$ cat config.mk
export PLATFORM = sky130hd
export DESIGN_NAME = multi_channel_edge_interval_capture
export DESIGN_NICKNAME = d
export VERILOG_FILES = /design/src/rtl/core/mceic_pkg.sv /design/src/rtl/core/mceic_lane.sv /design/src/rtl/core/mceic_merge.sv /design/src/rtl/core/multi_channel_edge_interval_capture.sv
export VERILOG_INCLUDE_DIRS = /design/src /design/src/rtl/core
export SDC_FILE = /design/constraint.sdc
export NUM_CORES = 1
export LEC_CHECK = 0
export BUFFER_PORTS_ARGS = -buffer_cell sky130_fd_sc_hd__clkbuf_2
export CELL_PAD_IN_SITES_DETAIL_PLACEMENT = 1
export CELL_PAD_IN_SITES_GLOBAL_PLACEMENT = 1
export CORE_MARGIN = 4
export CORE_UTILIZATION = 40
export DETAILED_ROUTE_END_ITERATION = 16
export PLACE_DENSITY_LB_ADDON = 0.12
export SLEW_MARGIN = 10
export SYNTH_ARGS = -nofsm -noshare
export SYNTH_HDL_FRONTEND = slang
export SYNTH_SLANG_ARGS = --single-unit
$ cat constraint.sdc
create_clock -name clk_i -period 5.62 [get_ports clk_i]
set_input_delay 0.281 -clock clk_i [delete_from_list [all_inputs] [get_ports clk_i]]
set_output_delay 0.281 -clock clk_i [all_outputs]
set_load 0.02 [all_outputs]
$ cat src/rtl/core/multi_channel_edge_interval_capture_macros.svh
// ----------------------------------------------------------------------------
// Assertion macros for the edge interval capture block
// Concurrent checks clocked on clk_i; empty when synthesizing.
// ----------------------------------------------------------------------------
`ifndef MULTI_CHANNEL_EDGE_INTERVAL_CAPTURE_MACROS_SVH
`define MULTI_CHANNEL_EDGE_INTERVAL_CAPTURE_MACROS_SVH

`ifndef SYNTHESIS
// check held outside reset
`define MCEIC_ASSERT(lbl, prop, msg) \
  lbl: assert property (@(posedge clk_i) disable iff (!rst_ni) prop) else $error(msg);
// check that also holds while reset is applied
`define MCEIC_ASSERT_ALWAYS(lbl, prop, msg) \
  lbl: assert property (@(posedge clk_i) prop) else $error(msg);
`else
`define MCEIC_ASSERT(lbl, prop, msg)
`define MCEIC_ASSERT_ALWAYS(lbl, prop, msg)
`endif

`endif

$ cat src/rtl/core/mceic_pkg.sv
// ----------------------------------------------------------------------------
// mceic_pkg
// Shared types and constants of the edge interval capture block.
// ----------------------------------------------------------------------------
package mceic_pkg;

  localparam int NUM_STAMPS   = 4;
  localparam int CHANNELS_DEF = 4;
  localparam int MAX_EDGES_DEF = 32;

  localparam int STAMP_W = 16;
  localparam int COUNT_W = 6;
  localparam int CH_W    = 2;
  localparam int FLAGS_W = 4;

  localparam int IN_DATA_W  = 80;
  localparam int OUT_DATA_W = 32;
  localparam int PADDR_W    = 3;
  localparam int PDATA_W    = 32;

  localparam logic [STAMP_W-1:0] GAP_RESET    = 16'd2000;
  localparam logic [STAMP_W-1:0] BUDGET_RESET = 16'd50000;
  localparam logic [STAMP_W-1:0] STAMP_MAX    = 16'hFFFF;

  typedef enum logic [1:0] {
    REQ_ARM    = 2'd0,
    REQ_POLL   = 2'd1,
    REQ_CANCEL = 2'd2
  } req_e;

  typedef enum logic [1:0] {
    KIND_INTERVAL = 2'd0,
    KIND_CLOSE    = 2'd1,
    KIND_ACK      = 2'd2
  } kind_e;

  typedef enum logic [1:0] {
    CLOSE_FULL   = 2'd0,
    CLOSE_QUIET  = 2'd1,
    CLOSE_BUDGET = 2'd2
  } reason_e;

  typedef enum logic {
    REG_QUIET_GAP   = 1'b0,
    REG_POLL_BUDGET = 1'b1
  } reg_e;

  typedef struct packed {
    kind_e               kind;
    logic [CH_W-1:0]     ch;
    logic [STAMP_W-1:0]  interval;
    logic [COUNT_W-1:0]  count;
    reason_e             reason;
    logic                acc;
  } result_t;

  typedef struct packed {
    logic                poll;
    logic                arm;
    logic                cancel;
    logic                close;
    logic [COUNT_W-1:0]  cap;
  } lane_ctrl_t;

  typedef struct packed {
    logic                armed;
    logic                full;
    logic                primed;
    logic                hit;
    logic                rec;
    logic [STAMP_W-1:0]  interval;
    logic [COUNT_W-1:0]  count;
  } lane_stat_t;

endpackage

$ cat src/rtl/core/mceic_lane.sv
// ----------------------------------------------------------------------------
// mceic_lane
// Per-channel capture state: previous stamp, interval count and capacity.
// ----------------------------------------------------------------------------
module mceic_lane import mceic_pkg::*; #(
  parameter int MAX_EDGES = MAX_EDGES_DEF
) (
  input  logic               clk_i,
  input  logic               rst_ni,
  input  lane_ctrl_t         ctrl_i,
  input  logic               flag_i,
  input  logic [STAMP_W-1:0] stamp_i,
  output lane_stat_t         stat_o
);

  logic [STAMP_W-1:0] prev_q, prev_d;
  logic               primed_q, primed_d;
  logic               armed_q, armed_d;
  logic [COUNT_W-1:0] stored_q, stored_d;
  logic [COUNT_W-1:0] cap_q, cap_d;

  logic               full;
  logic               hit;
  logic               rec;
  logic [STAMP_W-1:0] diff;
  logic [COUNT_W-1:0] cap_clamped;

  assign full = (stored_q >= cap_q);
  assign hit  = ctrl_i.poll && armed_q && flag_i;
  assign rec  = hit && primed_q && !full;
  assign diff = stamp_i - prev_q;

  assign cap_clamped = (32'(ctrl_i.cap) > MAX_EDGES) ? COUNT_W'(MAX_EDGES) : ctrl_i.cap;

  always_comb begin
    prev_d   = prev_q;
    primed_d = primed_q;
    armed_d  = armed_q;
    stored_d = stored_q;
    cap_d    = cap_q;
    if (ctrl_i.arm) begin
      cap_d    = cap_clamped;
      stored_d = '0;
      armed_d  = 1'b1;
      primed_d = 1'b0;
      prev_d   = '0;
    end else if (ctrl_i.cancel) begin
      armed_d  = 1'b0;
      stored_d = '0;
      cap_d    = '0;
      primed_d = 1'b0;
    end else if (ctrl_i.poll) begin
      if (hit) begin
        prev_d   = stamp_i;
        primed_d = 1'b1;
      end
      if (rec) begin
        stored_d = stored_q + 1'b1;
      end
      if (ctrl_i.close) begin
        armed_d = 1'b0;
      end
    end
  end

  always_ff @(posedge clk_i or negedge rst_ni) begin
    if (!rst_ni) begin
      prev_q   <= '0;
      primed_q <= 1'b0;
      armed_q  <= 1'b0;
      stored_q <= '0;
      cap_q    <= '0;
    end else begin
      prev_q   <= prev_d;
      primed_q <= primed_d;
      armed_q  <= armed_d;
      stored_q <= stored_d;
      cap_q    <= cap_d;
    end
  end

  always_comb begin
    stat_o.armed    = armed_q;
    stat_o.full     = full;
    stat_o.primed   = primed_q;
    stat_o.hit      = hit;
    stat_o.rec      = rec;
    stat_o.interval = (diff == '0) ? STAMP_W'(1) : diff;
    stat_o.count    = stored_q + 1'b1;
  end

endmodule

$ cat src/rtl/core/mceic_merge.sv
// ----------------------------------------------------------------------------
// mceic_merge
// Holds the results of one item and sends them out one per cycle while the
// output is not stalled, in lane order, through an output register.
// ----------------------------------------------------------------------------
module mceic_merge import mceic_pkg::*; #(
  parameter int SLOTS = NUM_STAMPS + 1
) (
  input  logic                  clk_i,
  input  logic                  rst_ni,
  input  logic                  load_i,
  input  logic [SLOTS-1:0]      mask_i,
  input  result_t               slots_i [SLOTS],
  output logic                  free_o,
  output logic                  m_axis_tvalid,
  input  logic                  m_axis_tready,
  output logic [OUT_DATA_W-1:0] m_axis_tdata,  // channel, interval, edge_count, reason, accepted
  output logic [1:0]            m_axis_tuser,  // kind
  output logic                  m_axis_tlast
);

  logic [SLOTS-1:0] mask_q, mask_d;
  result_t          slots_q [SLOTS];
  logic             out_valid_q, out_valid_d;
  result_t          out_q;
  logic             last_q;

  logic             adv;
  logic [SLOTS-1:0] pick;
  logic [SLOTS-1:0] rest;
  result_t          sel;

  assign pick = mask_q & (~mask_q + 1'b1);
  assign rest = mask_q & ~pick;
  assign adv  = (mask_q != '0) && (!out_valid_q || m_axis_tready);

  assign free_o = (mask_q == '0) || (adv && (rest == '0));

  always_comb begin
    sel = '0;
    for (int i = 0; i < SLOTS; i++) begin
      if (pick[i]) begin
        sel = sel | slots_q[i];
      end
    end
  end

  always_comb begin
    if (load_i) begin
      mask_d = mask_i;
    end else if (adv) begin
      mask_d = rest;
    end else begin
      mask_d = mask_q;
    end
    if (adv) begin
      out_valid_d = 1'b1;
    end else if (m_axis_tready) begin
      out_valid_d = 1'b0;
    end else begin
      out_valid_d = out_valid_q;
    end
  end

  always_ff @(posedge clk_i or negedge rst_ni) begin
    if (!rst_ni) begin
      mask_q      <= '0;
      out_valid_q <= 1'b0;
    end else begin
      mask_q      <= mask_d;
      out_valid_q <= out_valid_d;
    end
  end

  always_ff @(posedge clk_i) begin
    if (load_i) begin
      slots_q <= slots_i;
    end
    if (adv) begin
      out_q  <= sel;
      last_q <= (rest == '0);
    end
  end

  assign m_axis_tvalid = out_valid_q;
  assign m_axis_tdata  = {5'b0, out_q.acc, out_q.reason, out_q.count, out_q.interval, out_q.ch};
  assign m_axis_tuser  = out_q.kind;
  assign m_axis_tlast  = last_q;

endmodule

$ cat src/rtl/core/multi_channel_edge_interval_capture.sv
// ----------------------------------------------------------------------------
// multi_channel_edge_interval_capture
// Listen window over four capture channels, reporting edge intervals.
// ----------------------------------------------------------------------------
// Input stream: s_axis_tuser carries the request (arm, poll, cancel), tdata
// the channel, capacity, capture flags and four 16-bit timestamps.
// Output stream: one result per item transfer; tuser gives its kind, tlast
// marks the last result caused by an input item. An arm or cancel gives one
// acknowledgement, a poll gives up to four intervals plus a close result,
// an ignored poll gives nothing.
// Timing: all lanes update in the cycle an item is taken; its results pass
// the merge slots, then the output register. Unless m_axis stalls, the merge
// stage drains one result per cycle, an item holds the input until its last
// result moves out, and items with at most one result stream at one per
// cycle. The output register decouples the sides: with a result waiting on
// a stalled output, one more item with results is parked; later items wait.
// Reset clears all channels and counters and loads quiet_gap = 2000 and
// poll_budget = 50000. Issue APB writes only while no item is in flight.
// ----------------------------------------------------------------------------
`include "multi_channel_edge_interval_capture_macros.svh"

module multi_channel_edge_interval_capture import mceic_pkg::*; #(
  parameter int CHANNELS  = CHANNELS_DEF,
  parameter int MAX_EDGES = MAX_EDGES_DEF
) (
  input  logic                  clk_i,
  input  logic                  rst_ni,
  input  logic                  s_axis_tvalid,
  output logic                  s_axis_tready,
  // channel[1:0], capacity[7:2], edge_flags[11:8], stamp_ch0..3 [75:12]
  input  logic [IN_DATA_W-1:0]  s_axis_tdata,
  input  logic [1:0]            s_axis_tuser,  // req_type
  output logic                  m_axis_tvalid,
  input  logic                  m_axis_tready,
  // out_channel[1:0], interval[17:2], edge_count[23:18], close_reason[25:24],
  // accepted[26]
  output logic [OUT_DATA_W-1:0] m_axis_tdata,
  output logic [1:0]            m_axis_tuser,  // kind
  output logic                  m_axis_tlast,
  input  logic                  psel,
  input  logic                  penable,
  input  logic                  pwrite,
  input  logic [PADDR_W-1:0]    paddr,
  input  logic [PDATA_W-1:0]    pwdata,
  output logic [PDATA_W-1:0]    prdata,
  output logic                  pready
);

  localparam int LANES = (CHANNELS < NUM_STAMPS) ? CHANNELS : NUM_STAMPS;
  localparam int SLOTS = LANES + 1;

  // configuration
  logic [STAMP_W-1:0] gap_q, budget_q;
  reg_e               reg_sel;

  assign pready  = 1'b1;
  assign reg_sel = reg_e'(paddr[2]);

  always_ff @(posedge clk_i or negedge rst_ni) begin
    if (!rst_ni) begin
      gap_q    <= GAP_RESET;
      budget_q <= BUDGET_RESET;
    end else if (psel && penable && pwrite) begin
      unique case (reg_sel)
        REG_QUIET_GAP:   gap_q    <= pwdata[STAMP_W-1:0];
        REG_POLL_BUDGET: budget_q <= pwdata[STAMP_W-1:0];
        default: ;
      endcase
    end
  end

  always_comb begin
    unique case (reg_sel)
      REG_QUIET_GAP:   prdata = {16'b0, gap_q};
      REG_POLL_BUDGET: prdata = {16'b0, budget_q};
      default:         prdata = '0;
    endcase
  end

  // input decode
  logic               accept;
  req_e               req;
  logic [CH_W-1:0]    channel;
  logic [COUNT_W-1:0] capacity;
  logic [FLAGS_W-1:0] edge_flags;
  logic               ch_ok, is_arm, is_poll, is_cancel;
  logic               arm_ok, cancel_ok, poll_ok, ack_item;

  assign accept     = s_axis_tvalid && s_axis_tready;
  assign req        = req_e'(s_axis_tuser);
  assign channel    = s_axis_tdata[1:0];
  assign capacity   = s_axis_tdata[7:2];
  assign edge_flags = s_axis_tdata[11:8];
  assign ch_ok      = 32'(channel) < CHANNELS;

  always_comb begin
    is_arm    = 1'b0;
    is_poll   = 1'b0;
    is_cancel = 1'b0;
    unique case (req)
      REQ_ARM:    is_arm    = 1'b1;
      REQ_POLL:   is_poll   = 1'b1;
      REQ_CANCEL: is_cancel = 1'b1;
      default: ;
    endcase
  end

  // lanes
  lane_ctrl_t       ctrl [LANES];
  lane_stat_t       stat [LANES];
  logic [LANES-1:0] armed_vec, full_vec, prev_vec, hit_vec, rec_vec;
  logic             any_armed, all_full, saw, edge_seen, close_w;

  assign any_armed = |armed_vec;
  assign arm_ok    = accept && is_arm && ch_ok && (capacity != '0);
  assign cancel_ok = accept && is_cancel && ch_ok;
  assign poll_ok   = accept && is_poll && any_armed;
  assign ack_item  = accept && (is_arm || is_cancel);

  for (genvar c = 0; c < LANES; c++) begin : g_lane
    always_comb begin
      ctrl[c].poll   = poll_ok;
      ctrl[c].arm    = arm_ok && (32'(channel) == c);
      ctrl[c].cancel = cancel_ok && (32'(channel) == c);
      ctrl[c].close  = close_w;
      ctrl[c].cap    = capacity;
    end

    mceic_lane #(
      .MAX_EDGES(MAX_EDGES)
    ) u_lane (
      .clk_i  (clk_i),
      .rst_ni (rst_ni),
      .ctrl_i (ctrl[c]),
      .flag_i (edge_flags[c]),
      .stamp_i(s_axis_tdata[12 + STAMP_W*c +: STAMP_W]),
      .stat_o (stat[c])
    );

    assign armed_vec[c] = stat[c].armed;
    assign full_vec[c]  = !stat[c].armed || stat[c].full;
    assign prev_vec[c]  = stat[c].armed && stat[c].primed;
    assign hit_vec[c]   = stat[c].hit;
    assign rec_vec[c]   = stat[c].rec;
  end

  assign all_full  = &full_vec;
  assign saw       = |hit_vec;
  assign edge_seen = |prev_vec;

  // window counters
  logic [STAMP_W-1:0] quiet_q, quiet_d, polls_q, polls_d;
  logic [STAMP_W-1:0] quiet_inc, polls_inc;
  logic               close_any;
  reason_e            reason;

  assign quiet_inc = (quiet_q == STAMP_MAX) ? quiet_q : quiet_q + 1'b1;
  assign polls_inc = (polls_q == STAMP_MAX) ? polls_q : polls_q + 1'b1;

  always_comb begin
    close_any = 1'b1;
    reason    = CLOSE_FULL;
    quiet_d   = quiet_q;
    priority if (all_full) begin
      reason = CLOSE_FULL;
    end else if (saw) begin
      quiet_d   = '0;
      close_any = polls_inc >= budget_q;
      reason    = CLOSE_BUDGET;
    end else if (edge_seen && (quiet_inc >= gap_q)) begin
      quiet_d = quiet_inc;
      reason  = CLOSE_QUIET;
    end else begin
      // quiet timer runs only once an armed channel has seen an edge
      if (edge_seen) begin
        quiet_d = quiet_inc;
      end
      close_any = polls_inc >= budget_q;
      reason    = CLOSE_BUDGET;
    end
  end

  assign close_w = poll_ok && close_any;

  always_comb begin
    polls_d = polls_q;
    if (arm_ok && !any_armed) begin
      polls_d = '0;
    end else if (poll_ok) begin
      polls_d = close_any ? '0 : polls_inc;
    end
  end

  always_ff @(posedge clk_i or negedge rst_ni) begin
    if (!rst_ni) begin
      quiet_q <= '0;
      polls_q <= '0;
    end else begin
      polls_q <= polls_d;
      if (arm_ok && !any_armed) begin
        quiet_q <= '0;
      end else if (poll_ok) begin
        quiet_q <= close_any ? '0 : quiet_d;
      end
    end
  end

  // result slots: lane intervals, then close; an acknowledgement uses slot 0
  result_t          slots [SLOTS];
  logic [SLOTS-1:0] mask;

  always_comb begin
    for (int c = 0; c < LANES; c++) begin
      slots[c].kind     = KIND_INTERVAL;
      slots[c].ch       = CH_W'(c);
      slots[c].interval = stat[c].interval;
      slots[c].count    = stat[c].count;
      slots[c].reason   = CLOSE_FULL;
      slots[c].acc      = 1'b0;
      mask[c]           = poll_ok && rec_vec[c];
    end
    slots[LANES]      = '0;
    slots[LANES].kind = KIND_CLOSE;
    slots[LANES].reason = reason;
    mask[LANES]       = close_w;
    if (ack_item) begin
      slots[0]      = '0;
      slots[0].kind = KIND_ACK;
      slots[0].ch   = channel;
      slots[0].acc  = arm_ok || cancel_ok;
      mask          = SLOTS'(1);
    end
  end

  mceic_merge #(
    .SLOTS(SLOTS)
  ) u_merge (
    .clk_i        (clk_i),
    .rst_ni       (rst_ni),
    .load_i       (accept),
    .mask_i       (mask),
    .slots_i      (slots),
    .free_o       (s_axis_tready),
    .m_axis_tvalid(m_axis_tvalid),
    .m_axis_tready(m_axis_tready),
    .m_axis_tdata (m_axis_tdata),
    .m_axis_tuser (m_axis_tuser),
    .m_axis_tlast (m_axis_tlast)
  );

  // output side views for the checks below
  logic out_close, out_interval;

  assign out_close    = m_axis_tvalid && (m_axis_tuser == KIND_CLOSE);
  assign out_interval = m_axis_tvalid && (m_axis_tuser == KIND_INTERVAL);

  `MCEIC_ASSERT(a_close_disarms, close_w |=> (armed_vec == '0), "close left a channel armed")
  `MCEIC_ASSERT(a_close_is_last, out_close |-> m_axis_tlast, "close result not last")
  `MCEIC_ASSERT(a_interval_nonzero, out_interval |-> (m_axis_tdata[17:2] != '0), "zero interval")

endmodule

# ---- Word-level counts from Yosys, hierarchy flattened
# Index checks and enable logic that the tools add are counted.
dict set report word_totals {
  register_bits 317
  out_inout_bits 70
}
dict set report op_classes {
  addsub 11
  eq_ne 12
  muxes 100
  n_bitwise 9
  n_reduce_logical 131
  n_lt_le_gt_ge 7
}
# cell n
set ops {}
lappend ops {{16-bit 2-to-1 mux} 29}
lappend ops {{29-bit 2-to-1 mux} 6}
lappend ops {{6-bit 2-to-1 mux} 25}
lappend ops {{16-bit logical NOT} 4}
lappend ops {{32-bit case mux with 2 select lines} 1}
lappend ops {{16-bit subtractor} 4}
lappend ops {{29-bit by 27-bit OR with 29-bit output} 2}
lappend ops {{3-bit nonzero test} 16}
lappend ops {{1-bit logical AND} 46}
lappend ops {{1-bit 2-to-1 mux} 34}
lappend ops {{16-bit by 1-bit adder with 16-bit output (second input constant)} 2}
lappend ops {{16-bit equality test (second input constant)} 2}
lappend ops {{16-bit greater-or-equal comparator} 2}
lappend ops {{2-bit nonzero test} 15}
lappend ops {{29-bit by 26-bit OR with 29-bit output} 1}
lappend ops {{29-bit by 28-bit OR with 29-bit output} 1}
lappend ops {{2-bit AND reduction} 14}
lappend ops {{6-bit by 1-bit adder with 6-bit output (second input constant)} 4}
lappend ops {{6-bit greater-or-equal comparator} 4}
lappend ops {{5-bit 2-to-1 mux} 3}
lappend ops {{3-bit AND reduction} 5}
lappend ops {{4-bit OR reduction} 3}
lappend ops {{5-bit AND} 2}
lappend ops {{1-bit logical NOT} 10}
lappend ops {{17 further kinds} 35}

# ---- Longest topological paths before layout
# Gate-level depths: netlist of the first run.
dict set report depth {
  ltp_word 21
  mapped_depth 17
  depth_no_buf 16
}

# ---- Cells and area by module
# From an unflattened synthesis of the first run, not the netlist that was laid out.
dict set report unflattened {
  cells_unflattened 1838
  hier_area_um2 20155.6
}
# mod cells_each seq_area_each_um2 instances area_each_um2
set modules_own_cells {}
lappend modules_own_cells {mceic_merge 362 5405.2 1 6608.8}
lappend modules_own_cells {{mceic_lane (g_lane[0].u_lane ...)} 229 750.7 3 2169.6}
lappend modules_own_cells {multi_channel_edge_interval_capture 549 1616.6 1 4813.4}
lappend modules_own_cells {{mceic_lane (g_lane[3].u_lane)} 240 750.7 1 2224.6}

# ---- Worst setup path after synthesis of the first run
# Ideal clock, no wire load.
dict set report synth_timing {
  kind {flip-flop to flip-flop}
  from {reg polls_q[3]}
  to {reg quiet_q[14]}
  t_arrival_ns 4.006
  stages_incl_launch_ff 16
  period_less_slack_ns 4.131
  slack_ns 1.489
  required_ns 5.495
  setup_time_ns 0.125
  path_cell_list {dfrtp_1 nand4_1 or4_1 nor4_4 nand3_2 xnor2_1 ha_1 nand2b_1 a211oi_1 nor3_1 o41a_1 nor4b_4 a31oi_4 a21oi_2 buf_6 mux2_4}
}
dict set report synth_via {
  elab_chain_cells 9
  word_cells_on_any_way 13
}
# item line
set synth_rtl {}
lappend synth_rtl {{start, declared} multi_channel_edge_interval_capture.sv:152} ;# logic [STAMP_W-1:0] quiet_q, quiet_d, polls_q, polls_d;
lappend synth_rtl {{start signal, assigned} multi_channel_edge_interval_capture.sv:199} ;# polls_q <= polls_d;
lappend synth_rtl {{16-bit by 1-bit adder with 16-bit output or 16-bit equality test (tied branches)} multi_channel_edge_interval_capture.sv:158} ;# assign polls_inc = (polls_q == STAMP_MAX) ? polls_q : polls_q + 1'b1;
lappend synth_rtl {{16-bit 2-to-1 mux *} multi_channel_edge_interval_capture.sv:158}
lappend synth_rtl {{16-bit greater-or-equal comparator *} {multi_channel_edge_interval_capture.sv:168, multi_channel_edge_interval_capture.sv:178}}
lappend synth_rtl {{1-bit 2-to-1 mux} multi_channel_edge_interval_capture.sv:170} ;# end else if (edge_seen && (quiet_inc >= gap_q)) begin
lappend synth_rtl {{1-bit 2-to-1 mux *} multi_channel_edge_interval_capture.sv:166} ;# end else if (saw) begin
lappend synth_rtl {{1-bit 2-to-1 mux *} multi_channel_edge_interval_capture.sv:164} ;# priority if (all_full) begin
lappend synth_rtl {{16-bit 2-to-1 mux} multi_channel_edge_interval_capture.sv:203} ;# quiet_q <= close_any ? '0 : quiet_d;
lappend synth_rtl {{16-bit 2-to-1 mux} multi_channel_edge_interval_capture.sv:202} ;# end else if (poll_ok) begin
lappend synth_rtl {{16-bit 2-to-1 mux} multi_channel_edge_interval_capture.sv:200} ;# if (arm_ok && !any_armed) begin
lappend synth_rtl {{end signal, assigned} multi_channel_edge_interval_capture.sv:203}
lappend synth_rtl {{end, declared} multi_channel_edge_interval_capture.sv:152}
# Mark *: on every way between the ends. The rest lies on a longest branch, timed or not. The select of a mux whose other input is x is not followed.
# A chain may end at the register's enable or synchronous reset.

# ---- Worst setup path after layout of the first run
dict set report layout_timing {
  from {reg quiet_q[0]}
  to {reg polls_q[3]}
}
dict set report layout_via {
  elab_chain_cells 10
  word_cells_on_any_way 11
}
# item line
set layout_rtl {}
lappend layout_rtl {{16-bit by 1-bit adder with 16-bit output or 16-bit equality test (tied branches)} multi_channel_edge_interval_capture.sv:157} ;# assign quiet_inc = (quiet_q == STAMP_MAX) ? quiet_q : quiet_q + 1'b1;
lappend layout_rtl {{16-bit 2-to-1 mux *} multi_channel_edge_interval_capture.sv:157}
lappend layout_rtl {{16-bit greater-or-equal comparator *} multi_channel_edge_interval_capture.sv:170}
lappend layout_rtl {{1-bit logical AND *} multi_channel_edge_interval_capture.sv:170}
lappend layout_rtl {{1-bit 2-to-1 mux *} multi_channel_edge_interval_capture.sv:170}
lappend layout_rtl {{1-bit 2-to-1 mux *} multi_channel_edge_interval_capture.sv:166}
lappend layout_rtl {{1-bit 2-to-1 mux *} multi_channel_edge_interval_capture.sv:164}
lappend layout_rtl {{16-bit 2-to-1 mux *} multi_channel_edge_interval_capture.sv:190} ;# polls_d = close_any ? '0 : polls_inc;
lappend layout_rtl {{16-bit 2-to-1 mux *} multi_channel_edge_interval_capture.sv:189} ;# end else if (poll_ok) begin
lappend layout_rtl {{16-bit 2-to-1 mux *} multi_channel_edge_interval_capture.sv:187} ;# if (arm_ok && !any_armed) begin
# Marks and branches as above.

==> flow_summary.yaml, run 1 <==
clocking:
  cts_tree: "done"
  clock_path_buffers: 3
  clk_latency_ns: 0.56
  htree_levels: 2
  root_buffer: "clkbuf_16"
  numClockSinks: 314
  cts.repair.resized: 0
  post_cts_buffers: 0
  numCtsBuffers: 40
  clk_pin_slew_ns: 0.06
sta:
  tns_ns: 0
  fmax_ghz: 0.207
  hold_viol: 0
  setup_viol: 0
  fin_crit_ns: 4.83
  rsz0062_at_grt: "false"
  worst_pin_slew_ns: 1.10
  min_period_over_period: 0.859
  setup_ws_ns: 0.791
  fin_skew_ns: 0.0200
  max-slew-margin-rel: 0.268
  slew_violations: 0
setup_path:
  crit_type: "reg -> reg"
  crit_path_end_kind: "register"
  critPathArrivalTime_ns: 5.26
  worstPathMaxFanout: 11
  critPathLaunchType: "register"
  required_ns: 6.05
pwr:
  p_sw_frac: 0.373
  pwr-share-comb: 0.369
  p_int_w: 0.00652
  p_leak_nw: 9.65
  ir_worst_vdd_v: 0.000257
  power_w: 0.0104
  pwr_density_cell_mw_per_mm2: 474
  clkPwrFrac: 0.266
  p_sw_w: 0.00388
  pwr-share-seq: 0.365
yosys:
  yosys.cell_types.count: 95
  synth-seq-area-share: 0.459
  synth_simple_gate_area_frac: 0.168
  synthMuxAreaShare: 0.0308
  synth_xor_area_frac: 0.0369
  synth_compound_area_frac: 0.162
  async_reset_ff_frac: 0.605
  synth.avg_cell_area_sq_um: 9.86
  synth_top_flop_cell: "dfrtp_1"
  synth_top_family_by_area: "simple AND/OR/NAND/NOR gates"
  synth_edf_count: 124
  synth_area_sq_mm: 0.0185
  synth_cells: 1875
  synth_seq_cells: 314
  yosysWarnings: 0
  synthAdderAreaFrac: 0.0874
routing:
  drtIter0Drc: 668
  detail-route-antenna-nets: 0
  drc_errors: 0
  wl_per_cell_um: 19.7
  vias: 14600
  drt_wl_total_mm: 53.8
  first_pass_iters: 5
  routed_via_density: 5.36
layout:
  seq_area_sq_mm: 0.00849
  multi_input_area_sq_mm: 0.00905
  drive_above_1_share: 0.160
  area_growth_pct: 18.7
  final_cell_mix: "246 x nand2_1, 177 x dfrtp_1, 151 x inv_1"
  final_common_cell: "nand2_1"
  post-route-util: 0.482
  nets: 2345
  fill_cells: 5102
  diodes: 0
place:
  gp_congestion: 0.875
  dpl.hpwl_mm: 39.5
  port_buffers: 149
  place_ws_ns: 0.760
die:
  initial_core_util: 0.406
  die_x_um: 223
  core_sq_mm: 0.0456
  num_rows: 78
  ios: 194
  die_h_um: 223
  die_area_sq_mm: 0.0497
global_route:
  grt.total_usage: 0.212
  grt_pass1_wl_mm: 84.9
  antenna_found_initial: 0
  grt_start_max_net_pins: 124
  grt_pass1_vias: 15200
  overflow: 0
min_path:
  hold_path_class: "in -> reg"
outcome:
  outcome: "completed"
run:
  maxCapViolations: 0
metrics by stage:
step	cells	instance area, sq um	hold WS [ns]
6_report	2727	22000	0.0414
5_1_grt	2727	22000	0.0559
4_1_cts	2727	22000	0.00706
3_5_place_dp	2576	19800	0.330
3_3_place_gp	2576	19800	0.326
2_1_floorplan	1895	18600	-0.0146
cell families (layout without fill, tap and decap cells):
| logic type | count (synthesis) | after routing |
|---|---|---|
| AND/OR/NAND/NOR | 616 | 616 |
| AO/OA/AOI/OAI | 447 | 447 |
| flip-flops | 314 | 314 |
| buffers and inverters | 239 | 471 |
| adder cells (fa/ha/maj) | 127 | 127 |
| XOR/XNOR | 78 | 78 |
| multiplexers | 52 | 52 |
| other | 2 | 22 |
cell usage after synthesis, types with 45 or more instances:
| master | instances | share of area |
|---|---|---|
| nand2_1 | 246 | 0.050 |
| ha_1 | 122 | 0.083 |
| clkbuf_1 | 46 | 0.0093 |
| nor2_1 | 97 | 0.020 |
| inv_1 | 152 | 0.031 |
| a22oi_1 | 47 | 0.019 |
| xnor2_1 | 45 | 0.021 |
| o21ai_0 | 114 | 0.031 |
| a21oi_1 | 100 | 0.027 |
| dfrtp_1 | 178 | 0.24 |
| edfxtp_1 | 124 | 0.20 |
| nand3_1 | 53 | 0.014 |
cell type report:
| type | instances | area share |
|---|---|---|
| repair buffers | 244 | 0.0762 |
| clock buffers | 48 | 0.0488 |
| clock inverters | 26 | 0.0152 |
| well taps | 600 | 0.0342 |
| flip-flops and latches | 314 | 0.387 |
| inverters | 153 | 0.0263 |
| multi-input cells | 1342 | 0.412 |
power by group through the flow:
stage                     Combinational [W]  Sequential (W)  Clock [W]
after floorplan                     0.00264         0.00379          0
after global placement              0.00372         0.00381          0
after detailed placement            0.00382         0.00383          0
after CTS                           0.00389         0.00380    0.00283
after global routing                0.00430         0.00387    0.00295
final                               0.00384         0.00379    0.00276
critical path, stage by stage (launching register included):
cell	delay (ns)
dfrtp_1	0.45
ha_1	0.24
nand2_1	0.11
nor4_2	0.61
nand4_1	0.17
buf_4	0.20
nand2b_1	0.20
or3_1	0.21
xnor2_1	0.13
ha_1	0.33
nand2_1	0.07
nor2_1	0.15
nand4_1	0.11
nor3_1	0.18
a211oi_2	0.17
o211ai_1	0.80
inv_2	0.28
a22o_1	0.27
sequential cells by signal, indices dropped and copies added (netlist names):
register                cells
quiet_q                    16
u_merge.m_axis_tuser        2
g_lane.u_lane.prev_q       64
u_merge.m_axis_tvalid       1
polls_q                    16
g_lane.u_lane.stored_q     24
u_merge.m_axis_tdata       27
budget_q                   16
g_lane.u_lane.armed_q       4
u_merge.slots_q            94
u_merge.mask_q              5
u_merge.m_axis_tlast        1
g_lane.u_lane.primed_q      4
g_lane.u_lane.cap_q        24
gap_q                      16
metal layers:
metal	wire [um]	vias to the layer above	track usage
li1	-	7075	-
met1	23500	7250	0.270
met2	27000	222	0.376
met3	1990	74	0.0341
met4	1300	0	0.0583
met5	0	-	0
final timing paths:
| check | start | to | slack (ns) | cells after the start |
|---|---|---|---|---|
| worst min-delay path | s_axis_tdata[58] | g_lane[2].u_lane.prev_q[14] | 0.04 | 3 |
| worst max register to register | quiet_q[0] | polls_q[3] | 0.79 | 17 |
| min in group asynchronous | rst_ni | quiet_q[9] | 0.28 | 2 |
| worst min register to register | g_lane[2].u_lane.cap_q[1] | g_lane[2].u_lane.cap_q[1] | 0.49 | 2 |
| max in group asynchronous | rst_ni | g_lane[3].u_lane.prev_q[6] | 4.19 | 3 |
| worst max-delay path | quiet_q[0] | polls_q[3] | 0.79 | 17 |
what timing repair did:
| action | 4_1_cts | 5_1_grt |
|---|---|---|
| hold endpoints to repair | 147 | 0 |
| endpoints found under the setup margin | 0 | 0 |
| hold buffers | 77 | 0 |
No activity file was read; power rests on OpenSTA's default activity.
==> inputs of run 2 (changes only) <==
--- a/config.mk
+++ b/config.mk
@@ -9,6 +9,7 @@
 export BUFFER_PORTS_ARGS = -buffer_cell sky130_fd_sc_hd__clkbuf_2
 export CELL_PAD_IN_SITES_DETAIL_PLACEMENT = 1
 export CELL_PAD_IN_SITES_GLOBAL_PLACEMENT = 1
+export CORE_ASPECT_RATIO = 1.25
 export CORE_MARGIN = 4
 export CORE_UTILIZATION = 40
 export DETAILED_ROUTE_END_ITERATION = 16
@@ -16,4 +17,5 @@
 export SLEW_MARGIN = 10
 export SYNTH_ARGS = -nofsm -noshare
 export SYNTH_HDL_FRONTEND = slang
+export SYNTH_HIERARCHICAL = 1
 export SYNTH_SLANG_ARGS = --single-unit
==> run 2 against run 1 <==
Effect of this change: count of clock-buffer cells in the layout up 3; first-iteration DRC count down 0.60%; via count up 2.4%; non-clock buffer count up 3; hold slack better by 0.093 ns; setup slack better by 0.12 ns; cell count up 1.8%; core utilization down 0.23 points; critical endpoint is now polls_q[2]; highest routed layer unchanged.
==> flow_summary.yaml, run 2 <==
pwr:
  p_leak_nw: 10.3
  pwr_density_cell_mw_per_mm2: 373
  ir_worst_vdd_v: 0.000260
  power_w: 0.00888
yosys:
  yosysWarnings: 6
  yosysMostFrequentCell: "dfrtp_1"
  synth_seq_cells: 365
  synth_area_sq_mm: 0.0202
  synth_edf_count: 175
  synth.top_cells.by_count: "178 x dfrtp_1, 175 x edfxtp_1, 157 x inv_1"
  yosys.cell_types.count: 87
  synth_cells: 1838
  yosysTopAreaCell: "edfxtp_1"
  synth_top_flop_cell: "dfrtp_1"
  synth_area_leaders: "edfxtp_1 26%, dfrtp_1 22%, ha_1 7.6%"
  synth_top_cell_area_share: 0.261
  synth.avg_cell_area_sq_um: 11.0
  synth-seq-area-share: 0.497
  async_reset_ff_frac: 0.521
routing:
  drt_wl_total_mm: 55.1
  drtIter0Drc: 664
  detail-route-antenna-nets: 0
  vias: 15000
  wl_per_cell_um: 19.9
  first_pass_iters: 5
  drc_errors: 0
  routed_via_density: 5.39
layout:
  nets: 2340
  fill_cells: 5506
  drive_above_1_share: 0.159
  area_growth_pct: 18.1
  multi_input_area_sq_mm: 0.00921
  diodes: 0
  seq_area_sq_mm: 0.0100
  largest_register: "u_merge/slots_q"
  final_common_cell: "dfrtp_1"
  final_cell_mix: "177 x dfrtp_1, 175 x edfxtp_1, 156 x inv_1"
  largest_register_ffs: 145
setup_path:
  critPathBufInv: 0
  startpoint: "quiet_q[4]"
  critPathArrivalTime_ns: 5.21
  required_ns: 6.12
  critPathLaunchType: "register"
  crit_path_cell_trace: "and4_1 -> nand4_1 -> or4_1 -> nand2_1 -> ha_1 -> a21o_1 -> a21o_1 -> a2111o_1 -> o311a_4 -> or4_1 -> or3_1 -> nand3_1"
  timing.rr.start: "quiet_q[4]"
  crit_type: "reg -> reg"
  crit_path_end_kind: "register"
  slowest_delay_ns: 0.77
  worstPathMaxFanout: 10
  cpLargestDelayFamily: "simple AND/OR/NAND/NOR gates"
  crit_slowest_cell: "or4_1"
min_path:
  hp-start: "s_axis_tdata[6]"
  hold_path_class: "in -> reg"
sta:
  slew_violations: 0
  setup_viol: 0
  worst_pin_slew_ns: 1.15
  tns_ns: 0
  fin_crit_ns: 4.71
  min_period_over_period: 0.838
  rsz0062_at_grt: "false"
  hold_viol: 0
  fin_skew_ns: 0.0238
  fmax_ghz: 0.212
  max-slew-margin-rel: 0.233
die:
  die_area_sq_mm: 0.0541
  die_h_um: 259
  ios: 194
  die_x_um: 209
  core_sq_mm: 0.0496
  initial_core_util: 0.406
  num_rows: 91
clocking:
  cts_tree: "done"
  clk_pin_slew_ns: 0.06
  clock_path_buffers: 3
  post_cts_buffers: 0
  cts_hold_buf: 81
  clk_latency_ns: 0.58
  cts.repair.resized: 0
  root_buffer: "clkbuf_16"
  htree_levels: 2
  numCtsBuffers: 42
  numClockSinks: 365
global_route:
  grt.total_usage: 0.203
  grt_start_max_net_pins: 127
  antenna_found_initial: 0
  grt_pass1_wl_mm: 88.5
  overflow: 0
  grt_pass1_vias: 16200
place:
  dpl.hpwl_mm: 40.4
  port_buffers: 149
  gp_congestion: 0.828
outcome:
  outcome: "completed"
run:
  maxCapViolations: 0
-- run 2: through the flow --
| stage | instances | cell area, sq um | utilization | setup slack [ns] | hold WS [ns] |
|---|---|---|---|---|---|
| 3_3_place_gp | 2616 | 21500 | 0.434 | 1.00 | 0.404 |
| 6_report | 2775 | 23800 | 0.479 | 0.908 | 0.134 |
| 4_1_cts | 2775 | 23800 | 0.479 | 0.909 | 0.112 |
| 2_1_floorplan | 1908 | 20400 | - | 0.604 | -0.0146 |
| 5_1_grt | 2775 | 23800 | 0.479 | 0.556 | 0.126 |
| 3_5_place_dp | 2616 | 21500 | 0.434 | 0.915 | 0.413 |
-- run 2: power by group --
group / internal, W / switching [W] / leakage [nW]
Clock: 0.00169 / 0.00117 / 0.684
Combinational: 0.00104 / 0.00136 / 5.39
Sequential: 0.00335 / 0.000271 / 4.18
-- run 2: worst reg2reg max path, stage by stage, from the launching register on --
cell	delay (ns)
dfrtp_1	0.50
and4_1	0.33
nand4_1	0.20
or4_1	0.77
nand2_1	0.18
ha_1	0.26
a21o_1	0.18
a21o_1	0.17
a2111o_1	0.46
o311a_4	0.44
or4_1	0.68
or3_1	0.40
nand3_1	0.08
-- run 2: logic make-up (layout without fill, tap and decap cells) --
group / Yosys count / after routing / share of synthesized area
AO/OA/AOI/OAI: 476 / 476 / 0.178
AND/OR/NAND/NOR: 469 / 469 / 0.122
flip-flops: 365 / 365 / 0.497
buffers and inverters: 266 / 482 / 0.0602
adder cells (fa/ha/maj): 126 / 126 / 0.0797
XOR/XNOR: 98 / 98 / 0.0426
multiplexers: 35 / 35 / 0.0196
other: 3 / 73 / 0.000559
-- run 2: worst paths after layout --
kind,end,slack [ns],cells past startpoint
max in group asynchronous,g_lane[2].u_lane/prev_q[1],4.20,3
hold / removal,g_lane[1].u_lane/cap_q[4],0.13,2
setup reg to reg,polls_q[2],0.91,12
min in group asynchronous,quiet_q[14],0.34,2
setup / recovery,polls_q[2],0.91,12
hold reg to reg,g_lane[0].u_lane/cap_q[4],0.49,1
-- run 2: area by class of cell --
cell class,count,area share
well taps,651,0.0342
flip-flops and latches,365,0.421
multi-input cells,1277,0.387
clock buffers,51,0.0477
repair buffers,247,0.0717
inverters,157,0.0250
clock inverters,27,0.0132
-- run 2: routing by layer --
metal	up-vias	global-route usage	part of all wire
met2	240	0.371	0.52
met1	7532	0.245	0.42
met5	-	0	0
met4	0	0.0671	0.034
li1	7102	-	-
met3	95	0.0284	0.030
==> inputs of run 3 (changes only) <==
==> constraint.sdc (replaced) <==
create_clock -name clk_i -period 4.72 [get_ports clk_i]
set_input_delay 0.236 -clock clk_i [delete_from_list [all_inputs] [get_ports clk_i]]
set_output_delay 0.236 -clock clk_i [all_outputs]
set_load 0.02 [all_outputs]
==> run 3 against run 2 <==
Effect of this change: power rose by 16%; core utilization barely moved; hold slack got worse by 0.046 ns; non-clock buffer count rose by 19; die area did not move; sequential power rose by 19%.
==> flow_summary.yaml, run 3 (synthesis gave the netlist of run 2 again) <==
global_route:
  met3_usage: 0.0293
  grt-busiest-layer: "met2"
  overflow: 0
  met1_usage: 0.247
  grt_start_max_net_pins: 103
  grt_pass1_vias: 15800
  grt_use_met2: 0.371
  antenna_found_initial: 0
  grt_pass1_wl_mm: 87.5
  grt.total_usage: 0.201
setup_path:
  r2r_cells: 12
  reg2reg_to: "polls_q[3]"
  crit_type: "reg -> reg"
  crit_path_end_kind: "register"
  path_depth: 12
  crit_path_cell_trace: "and4_1 -> nand4_1 -> or4_4 -> nand2_1 -> ha_1 -> a21o_1 -> a21o_1 -> a2111o_1 -> o311a_4 -> or4_4 -> or3_1 -> o21ai_0"
  cpLargestDelayFamily: "simple AND/OR/NAND/NOR gates"
  required_ns: 5.20
  critPathLaunchType: "register"
  startpoint: "quiet_q[5]"
  worstPathMaxFanout: 10
  crit_path_end: "polls_q[3]"
  crit_slowest_cell: "or4_4"
  slowest_delay_ns: 0.64
  critPathBufInv: 0
  reg2reg_slack_ns: 0.38
  critPathArrivalTime_ns: 4.81
  timing.rr.start: "quiet_q[5]"
sta:
  hold_viol: 0
  fin_skew_ns: 0.0212
  slew_violations: 0
  rsz0062_at_grt: "false"
  worst_pin_slew_ns: 1.07
  whs_ns: 0.0886
  max-slew-margin-rel: 0.284
  tns_ns: 0
  fin_crit_ns: 4.34
  fmax_ghz: 0.231
  setup_viol: 0
  min_period_over_period: 0.919
layout:
  area_growth_pct: 18.2
  nets: 2359
  fill_cells: 5458
  largest_register_ffs: 145
  diodes: 0
  drive_above_1_share: 0.161
  final_cell_mix: "177 x dfrtp_1, 175 x edfxtp_1, 156 x inv_1"
  final_common_cell: "dfrtp_1"
  largest_register: "u_merge/slots_q"
clocking:
  clk_pin_slew_ns: 0.06
  cts_tree: "done"
  clk_latency_ns: 0.57
  numClockSinks: 365
  root_buffer: "clkbuf_16"
  clock_path_buffers: 3
  numCtsBuffers: 42
  htree_levels: 2
  post_cts_buffers: 0
min_path:
  hold_path_class: "in -> reg"
routing:
  drt_wl_total_mm: 54.6
  vias: 14800
  wl_per_cell_um: 19.6
  drtIter0Drc: 661
  routed_via_density: 5.31
  first_pass_iters: 5
  detail-route-antenna-nets: 0
  drc_errors: 0
die:
  core_sq_mm: 0.0496
  ios: 194
  die_h_um: 259
  num_rows: 91
  die_area_sq_mm: 0.0541
  die_x_um: 209
  initial_core_util: 0.406
pwr:
  pwr_density_cell_mw_per_mm2: 434
  p_leak_nw: 10.3
  ir_worst_vdd_v: 0.000303
run:
  maxCapViolations: 0
place:
  gp_congestion: 0.824
  port_buffers: 149
  dpl.hpwl_mm: 40.3
outcome:
  outcome: "completed"
[run 3: cell types whose count changed in the layout (fill, tap and decap cells not counted), moves of 3 or more]
cell	previous run	this run
buf_4	16	33
clkbuf_1	5	17
clkinvlp_4	8	2
bufinv_16	5	2
clkinv_4	3	0
[run 3: cell type report]
class / instances / area [sq um] / area share
multi-input cells: 1277 / 9210 / 0.387
clock buffers: 62 / 1160 / 0.0485
repair buffers: 266 / 1870 / 0.0786
inverters: 157 / 593 / 0.0249
clock inverters: 16 / 150 / 0.00630
well taps: 651 / 815 / 0.0342
flip-flops and latches: 365 / 10000 / 0.421
[run 3: report_power, final]
part,switching (W),internal [W],leakage [nW]
clock network,0.00133,0.00182,0.634
registers,0.000304,0.00399,4.18
logic,0.00163,0.00126,5.49
total,0.00327,0.00707,10.3
[run 3: layer usage]
metal  share of wire  vias to the layer above
met5               0                        -
met3           0.030                       70
met1            0.43                     7412
met2            0.52                      213
li1                -                     7131
met4           0.024                        0
[run 3: how the worst min path moves through the flow]
stage | startpoint | to | slack [ns] | depth (start not counted)
finish | s_axis_tuser[1] | u_merge/slots_q[116] | 0.09 | 2
detailed placement | rst_ni | quiet_q[12] | 0.36 | 1
global route | s_axis_tuser[1] | u_merge/slots_q[116] | 0.07 | 2
global placement | rst_ni | quiet_q[12] | 0.36 | 1
floorplan | rst_ni | budget_q[0] | -0.06 | 0
CTS | s_axis_tuser[1] | u_merge/slots_q[116] | 0.06 | 2
[run 3: metrics by stage]
stage	std cells	utilization	setup WS, ns	instance area [sq um]	total power [W]
after floorplan	1908	-	0.451	20400	0.00635
after global placement	2635	0.437	0.164	21700	0.00710
after detailed placement	2635	0.437	0.102	21700	0.00720
after CTS	2794	0.480	0.0390	23800	0.0105
after global routing	2794	0.480	0.0666	23800	0.0110
final	2794	0.480	0.383	23800	0.0103
[run 3: repair_timing]
action | CTS | global route
hold buffers | 81 | 0
endpoints found under the setup margin | 0 | 9
resized for setup | 0 | 2
hold endpoints to repair | 172 | 0
